<file path="config.mk">
export PLATFORM = sky130hd
export DESIGN_NAME = rpq_fifo_ctl
export DESIGN_NICKNAME = d
export VERILOG_FILES = /design/src/design/rpq_pkg.sv /design/src/design/rpq_fifo_ctl.sv
export SDC_FILE = /design/constraint.sdc
export NUM_CORES = 1
export LEC_CHECK = 0
export ABC_AREA = 0
export ABC_CLOCK_PERIOD_IN_PS = 2300
export BUFFER_PORTS_ARGS = -buffer_cell sky130_fd_sc_hd__clkbuf_2
export CAP_MARGIN = 20
export CELL_PAD_IN_SITES_DETAIL_PLACEMENT = 0
export CELL_PAD_IN_SITES_GLOBAL_PLACEMENT = 1
export CORE_MARGIN = 8
export CORE_UTILIZATION = 41
export DETAILED_ROUTE_END_ITERATION = 8
export GPL_TIMING_DRIVEN = 0
export MAX_ROUTING_LAYER = met4
export PLACE_DENSITY = 0.84
export SYNTH_ARGS = -nofsm -noshare
export SYNTH_HDL_FRONTEND = slang
export SYNTH_SLANG_ARGS = --single-unit
</file>
<file path="constraint.sdc">
create_clock -name clk -period 2.3 [get_ports clk]
set_input_delay 0.345 -clock clk [delete_from_list [all_inputs] [get_ports clk]]
set_output_delay 0.345 -clock clk [all_outputs]
set_load 0.03 [all_outputs]
</file>
<file path="src/design/rpq_pkg.sv">
package rpq_pkg;

  localparam int unsigned ID_W  = 16;
  localparam int unsigned TAG_W = 32;

  typedef enum logic [1:0] {
    OP_SUBMIT = 2'd0,
    OP_HANDLE = 2'd1,
    OP_PEEK   = 2'd2
  } opcode_t;

  typedef enum logic [1:0] {
    STAT_OK    = 2'd0,
    STAT_FULL  = 2'd1,
    STAT_EMPTY = 2'd2
  } status_t;

  typedef enum logic [0:0] {
    CLS_HIGH = 1'b0,
    CLS_LOW  = 1'b1
  } class_t;

  typedef enum logic [0:0] {
    ST_IDLE = 1'b0,
    ST_READ = 1'b1
  } state_t;

  // one stored request
  typedef struct packed {
    logic [ID_W-1:0]  id;
    logic [TAG_W-1:0] tag;
  } entry_t;

  // occupancy flags of one fifo
  typedef struct packed {
    logic empty;
    logic full;
  } fifo_flags_t;

  // command control from the queue update to the fifo pointer keeper
  typedef struct packed {
    logic push;
    logic pop;
  } fifo_cmd_t;

  // result fields held while the memory read completes
  typedef struct packed {
    status_t         status;
    logic [ID_W-1:0] request_id;
    class_t          out_class;
    logic            from_mem;
  } pend_t;

endpackage

</file>
<file path="src/design/rpq_fifo_ctl.sv">
module rpq_fifo_ctl #(
  parameter int unsigned DEPTH = 128
) (
  input  logic                     clk,
  input  logic                     rst,
  input  rpq_pkg::fifo_cmd_t       cmd,
  output logic [$clog2(DEPTH)-1:0] head,
  output logic [$clog2(DEPTH)-1:0] tail,
  output rpq_pkg::fifo_flags_t     flags
);
  import rpq_pkg::*;

  localparam int unsigned IDX_W = $clog2(DEPTH);
  localparam int unsigned CNT_W = $clog2(DEPTH + 1);
  localparam logic [IDX_W-1:0] LAST_IDX = IDX_W'(DEPTH - 1);
  localparam logic [CNT_W-1:0] FULL_CNT = CNT_W'(DEPTH);

  logic [CNT_W-1:0] count;

  function automatic logic [IDX_W-1:0] advance(input logic [IDX_W-1:0] pos);
    advance = (pos == LAST_IDX) ? '0 : pos + IDX_W'(1);
  endfunction

  assign flags.empty = (count == '0);
  assign flags.full  = (count == FULL_CNT);

  // the caller only pushes when not full and only pops when not empty
  always_ff @(posedge clk) begin
    if (rst) begin
      head  <= '0;
      tail  <= '0;
      count <= '0;
    end else begin
      if (cmd.push) begin
        tail <= advance(tail);
      end
      if (cmd.pop) begin
        head <= advance(head);
      end
      if (cmd.push && !cmd.pop) begin
        count <= count + CNT_W'(1);
      end else if (cmd.pop && !cmd.push) begin
        count <= count - CNT_W'(1);
      end
    end
  end

endmodule

</file>
==> results of run 1 <==
critical path: cells and delay by family:
kind / cells / cell delay, ns
simple gates: 2 / 0.30
buf+inv: 3 / 0.35
compound gates: 2 / 0.46
fa+ha+maj: 2 / 0.58
mux: 1 / 0.29
synthesized netlist by cell type (all sizes together), types with 5 or more instances:
cell type / count / area (µm²)
mux2i: 5 / 50.1
clkbuf: 5 / 28.8
ha: 9 / 113
nand2: 15 / 56.3
a21oi: 11 / 55.1
nand3: 6 / 30.0
nor3: 11 / 60.1
nor2: 27 / 101
dfxtp: 22 / 440
layer usage:
| metal | global-route usage | part of all wire |
|---|---|---|
| met2 | 0.182 | 0.46 |
| met1 | 0.147 | 0.49 |
| met5 | - | 0 |
| met3 | 0.0335 | 0.036 |
| met4 | 0.0340 | 0.012 |
area by class of cell:
| cell class | count | share of cell area |
|---|---|---|
| multi-input combinational | 123 | 0.538 |
| sequential | 22 | 0.301 |
| timing repair buffer | 18 | 0.0615 |
| tap | 33 | 0.0282 |
| buffer | 6 | 0.0248 |
| clock inverter | 1 | 0.0205 |
| clock buffer | 3 | 0.0154 |
| inverter | 4 | 0.0103 |
power groups by stage:
stage               sequential, mW  clock (mW)  combinational [mW]
finish                       0.472       0.301               0.423
global route                 0.480       0.322               0.479
CTS                          0.473       0.309               0.425
detailed placement           0.481           0               0.420
global placement             0.479           0               0.410
floorplan                    0.480           0               0.337
per-stage QoR:
| step | setup slack [ns] | instance area (µm²) | TNS [ns] | power [mW] |
|---|---|---|---|---|
| 2_1_floorplan | 0.159 | 1280 | 0 | 0.817 |
| 5_1_grt | 0.0267 | 1460 | 0 | 1.28 |
| 3_5_place_dp | -0.222 | 1410 | -0.587 | 0.901 |
| 3_3_place_gp | -0.211 | 1410 | -0.526 | 0.889 |
| 6_report | 0.193 | 1460 | 0 | 1.20 |
| 4_1_cts | 0.128 | 1460 | 0 | 1.21 |
cells by family (layout without fill, tap and decap cells):
logic type	Yosys count	count (layout)	synth area share
compound gates	26	26	0.130
xor+xnor	8	8	0.0547
fa+ha+maj	10	10	0.104
buf+inv	10	32	0.0401
flops	22	22	0.344
mux	7	7	0.0596
simple gates	72	72	0.268
worst max-delay path by stage:
stage / cells past startpoint / slack (ns) / end / startpoint
after global routing: 10 / 0.03 / count[7] / cmd[0]
after CTS: 10 / 0.13 / count[5] / cmd[0]
final: 10 / 0.19 / count[7] / cmd[0]
after detailed placement: 10 / -0.22 / count[5] / cmd[0]
after floorplan: 9 / 0.16 / count[7] / cmd[0]
after global placement: 10 / -0.21 / count[7] / cmd[0]
sequential cells by signal, indices dropped and copies added, names as in the netlist:
name and cells:
count 8, head 7, tail 7
repair_timing:
action,CTS,global route
endpoints found under the setup margin,0,2
setup buffers,0,0
hold endpoints to repair,0,0
gates resized for setup,0,1
==> impl_metrics.json, run 1 <==
{
  "cts_buffers": 3,
  "synth_fp_nets": 169,
  "end_kind": "flip-flop",
  "syn_area_per_cell_um2": 8.26,
  "drtIter0Drc": 77,
  "num_antenna_cells": 0,
  "seqPwrFrac": 0.395,
  "dr.pass1.iters": 4,
  "die_area_um2": 5170,
  "grt_pass1_wl_um": 4820,
  "synth_warnings": 0,
  "fin_skew_ns": 0.000929,
  "final-setup-viol-count": 0,
  "place_inst": 206,
  "drc_errors": 0,
  "path_clk_slew_ns": 0.12,
  "synth_top_flop_cell": "dfxtp_1",
  "gp_congestion": 0.832,
  "cts_tree": "built",
  "crit_chain": "clkbuf_2 -> inv_1 -> ha_1 -> inv_2 -> ha_1 -> a211oi_2 -> nor3_2 -> nor3_1 -> a211o_1 -> mux2_4",
  "n_fill_cell": 308,
  "finalCritPeriodShare": 0.916,
  "syn2layout_area_growth_pct": 14.4,
  "worstReg2RegStart": "count[0]",
  "combPwrFrac": 0.354,
  "hpwl_um": 2150,
  "finalHoldWorstSlack_ns": 0.355,
  "synth_seq_area_share": 0.344,
  "r2r_end": "count[6]",
  "min_to": "head[1]",
  "cts_max_level": 1,
  "multi_input_area_um2": 788,
  "fin_util": 0.488,
  "r2r_slack_ns": 0.43,
  "outcome": "complete, no violations",
  "via_per_inst": 5.53,
  "cp-start-kind": "input pin",
  "cap_violations": 0,
  "slew_headroom": 0.674,
  "drive_above_1_share": 0.169,
  "sw_frac_of_total": 0.338,
  "final_common_cell": "nor2_1",
  "finalCriticalPeriod_ns": 2.11,
  "worst_path_max_delay_cell": "ha_1",
  "final_cell_mix": "27 x nor2_1, 22 x dfxtp_1, 18 x clkbuf_2, 15 x nand2_1, 11 x a21oi_1",
  "port_buffers": 18,
  "p_per_area_nw_per_um2": 817,
  "synth_seq_cells": 22,
  "die_h_um": 71.9,
  "grt_overflow": 0,
  "cpMostUsedCell": "ha_1",
  "hold_viol": 0,
  "ctsRootBufferMaster": "clkbuf_4",
  "clock_latency_ns": 0.32,
  "hold_class": "input pin to flip-flop",
  "cp.required_ns": 2.52,
  "ios": 20,
  "grt_usage": 0.119,
  "wl_um": 2750,
  "clkPwrFrac": 0.252,
  "core-area_um2": 3000,
  "hold_start": "cmd[0]",
  "cts_buffer_depth": 2,
  "rows": 20,
  "crit_type": "input pin to flip-flop",
  "syn_inst": 155,
  "path_max_fanout": 7,
  "r2r_cells": 6,
  "regArea_um2": 440,
  "max_freq_mhz": 475,
  "synth_cell_types": 38,
  "die_w_um": 71.9,
  "ant_nets": 0,
  "synth_area_um2": 1280,
  "grt_pass1_vias": 1073,
  "power_switching_mw": 0.405,
  "grt_max_degree": 14,
  "synth-edff-count": 0,
  "cts_sinks": 22,
  "worstMarginPinSlew_ns": 0.489,
  "hold_path_depth": 3,
  "p_int_mw": 0.792,
  "ir_drop_uv": 340,
  "synth-async-reset-ratio": 0,
  "p_leak_nw": 0.605,
  "initial_utilization": 0.426,
  "fin_cells": 210,
  "crit_arrival_ns": 2.33,
  "num-nets-final": 192,
  "rsz0062_at_grt": "no",
  "hold_buffers": 0,
  "wl_per_cell_um": 13.1,
  "drv_slew": 0,
  "antenna_found_initial": 0,
  "vias": 1162,
  "slowest_delay_ns": 0.32
}
(Power assumes the default switching activity.)
==> inputs of run 2 (changes only) <==
==> config.mk (replaced) <==
export PLATFORM = sky130hd
export DESIGN_NAME = rpq_fifo_ctl
export DESIGN_NICKNAME = d
export VERILOG_FILES = /design/src/design/rpq_pkg.sv /design/src/design/rpq_fifo_ctl.sv
export SDC_FILE = /design/constraint.sdc
export NUM_CORES = 1
export LEC_CHECK = 0
export ABC_AREA = 1
export BUFFER_PORTS_ARGS = -buffer_cell sky130_fd_sc_hd__clkbuf_2
export CAP_MARGIN = 20
export CELL_PAD_IN_SITES_DETAIL_PLACEMENT = 0
export CELL_PAD_IN_SITES_GLOBAL_PLACEMENT = 1
export CORE_MARGIN = 8
export CORE_UTILIZATION = 39
export DETAILED_ROUTE_END_ITERATION = 8
export GPL_TIMING_DRIVEN = 0
export MAX_ROUTING_LAYER = met4
export PLACE_DENSITY = 0.83
export SYNTH_ARGS = -nofsm -noshare
export SYNTH_HDL_FRONTEND = slang
export SYNTH_SLANG_ARGS = --single-unit
==> run 2 against run 1 <==
- design area rose by 2.0%
- sequential share of layout area shrank 0.58 points
- clock power fell by 29%
- clock-buffer cell count increased by 1
- die area up 5.8%
- largest power group unchanged
- maximum frequency grew 19%
==> impl_metrics.json, run 2 <==
{
  "grt_usage": 0.109,
  "grt_pass1_wl_um": 4690,
  "drive_above_1_share": 0.165,
  "dr.pass1.iters": 4,
  "vias": 1183,
  "ios": 20,
  "postCtsSetupBuffers": 0,
  "slew_headroom": 0.834,
  "rsz0062_at_grt": "no",
  "cts_max_level": 1,
  "yosys.area_share.adder": 0.101,
  "fin_skew_ns": 0.0105,
  "synth_compound_area_frac": 0.128,
  "crit_chain": "clkbuf_2 -> inv_1 -> ha_1 -> inv_1 -> ha_1 -> or2_1 -> nand3b_1 -> nand2_1 -> nand2_1 -> nand3_1 -> nand2_1 -> inv_1",
  "port_buffers": 18,
  "worst_path_max_delay_cell": "ha_1",
  "min_to": "tail[4]",
  "synth_fp_nets": 204,
  "synth_top_area_share": 0.337,
  "grt_max_degree": 13,
  "cts_sinks": 22,
  "end_kind": "flip-flop",
  "slowest_delay_ns": 0.31,
  "synth-edff-count": 0,
  "wl_per_cell_um": 10.2,
  "drv_slew": 0,
  "die_h_um": 73.9,
  "synth.area.mux_share": 0,
  "hold_buffers": 0,
  "cts_buffer_depth": 2,
  "yosys.area_share.simple": 0.319,
  "via_per_inst": 4.59,
  "outcome": "complete, no violations",
  "clock_latency_ns": 0.31,
  "hpwl_um": 2080,
  "rows": 21,
  "syn2layout_area_growth_pct": 14.1,
  "grt_overflow": 0,
  "drc_errors": 0,
  "gp_congestion": 0.786,
  "synth.top_cells.by_count": "39 x nand2_1, 29 x inv_1, 29 x nor2_1, 22 x dfxtp_1, 13 x a21oi_1",
  "grt_pass1_vias": 1132,
  "synth-async-reset-ratio": 0,
  "syn_area_per_cell_um2": 6.89,
  "reg_top3": "count x8, head x7, tail x7",
  "final_common_cell": "nand2_1",
  "wl_um": 2620,
  "cp.required_ns": 2.53,
  "synth_top_flop_cell": "dfxtp_1",
  "synth_seq_cells": 22,
  "synth_warnings": 0,
  "ant_nets": 0,
  "synth_area_um2": 1310,
  "synthXorXnorAreaFrac": 0.0201,
  "p_leak_nw": 0.720,
  "yosys-top-cells-area": "dfxtp_1 34%, nand2_1 11%, ha_1 8.6%, inv_1 8.3%, nor2_1 8.3%",
  "path_clk_slew_ns": 0.13,
  "cap_violations": 0,
  "hold_viol": 0,
  "antenna_found_initial": 0,
  "cp-start-kind": "input pin",
  "r2r_slack_ns": 0.87,
  "finalCriticalPeriod_ns": 1.78,
  "final_cell_mix": "39 x nand2_1, 29 x inv_1, 29 x nor2_1, 22 x dfxtp_1, 18 x clkbuf_2",
  "r2r_cells": 9,
  "syn_inst": 190,
  "cts_resized": 0,
  "synth.most_common_cell": "nand2_1",
  "ctsRootBufferMaster": "clkbuf_4",
  "r2r_end": "count[7]",
  "hold_class": "input pin to flip-flop",
  "num_antenna_cells": 0,
  "path_max_fanout": 7,
  "max_freq_mhz": 562,
  "initial_utilization": 0.398,
  "power_mw": 0.964,
  "crit_type": "input pin to flip-flop",
  "final-setup-viol-count": 0,
  "synth_seq_area_share": 0.337,
  "synth_top_area_cell": "dfxtp_1",
  "worstReg2RegStart": "count[5]",
  "drtIter0Drc": 42,
  "hold_path_depth": 2,
  "num-nets-final": 227,
  "largest-register": "count",
  "hold_start": "rst",
  "synth_top_family_by_area": "simple AND/OR/NAND/NOR gates",
  "synth_cell_types": 25,
  "crit_arrival_ns": 2.01,
  "finalCritPeriodShare": 0.773,
  "worstMarginPinSlew_ns": 0.249,
  "die_w_um": 73.9,
  "ir_drop_uv": 377,
  "p_per_area_nw_per_um2": 646,
  "die_area_um2": 5470,
  "largest_reg_flops": 8,
  "cts_tree": "built",
  "core-area_um2": 3280,
  "cts_buffers": 3,
  "tns_ns": 0
}
run 2: metal layers:
layer / part of all wire / track usage / up-vias / wire [µm]
met3: 0.043 / 0.0350 / 2 / 112
met5: 0 / - / - / 0
met4: 0.0042 / 0.0200 / 0 / 11
li1: - / - / 652 / -
met1: 0.51 / 0.136 / 510 / 1340
met2: 0.44 / 0.168 / 19 / 1150
run 2: power breakdown:
| group | switching [mW] | leakage, nW | internal (mW) |
|---|---|---|---|
| Clock | 0.118 | 0.0210 | 0.0966 |
| Combinational | 0.190 | 0.519 | 0.118 |
| Sequential | 0.0300 | 0.180 | 0.412 |
run 2: area by class of cell:
cell class                      instances  area [µm²]
Buffer                                  3        15.0
Clock buffer                            4        36.3
Fill cell                             365        1790
Inverter                               29         109
Multi-Input combinational cell        136         744
Sequential cell                        22         440
Tap cell                               46        57.6
Timing Repair Buffer                   18        90.1
run 2: stage by stage:
step | hold slack (ns) | instances | setup WS (ns) | utilization | area [µm²]
floorplan | 0.434 | 190 | 0.574 | - | 1310
global placement | 0.479 | 254 | 0.169 | 0.443 | 1460
detailed placement | 0.484 | 254 | 0.171 | 0.443 | 1460
CTS | 0.294 | 258 | 0.529 | 0.454 | 1490
global route | 0.294 | 258 | 0.376 | 0.454 | 1490
finish | 0.307 | 258 | 0.522 | 0.454 | 1490
run 2: critical path, delay by kind of cell:
family	cells	cell delay [ns]
fa+ha+maj	2	0.54
buf+inv	4	0.47
simple gates	6	0.64
run 2: worst max-delay path by stage:
stage	from	endpoint
after floorplan	cmd[0]	count[7]
after global placement	cmd[0]	count[5]
after detailed placement	cmd[0]	count[5]
after CTS	cmd[0]	count[5]
after global routing	cmd[0]	count[7]
final	cmd[0]	count[5]
run 2: kinds of logic (layout without fill, tap and decap cells):
family                   Yosys count  after routing
AO/OA/AOI/OAI                     29             29
XOR/XNOR                           3              3
adder cells (fa/ha/maj)           10             10
buffers and inverters             32             54
flip-flops                        22             22
AND/OR/NAND/NOR                   94             94
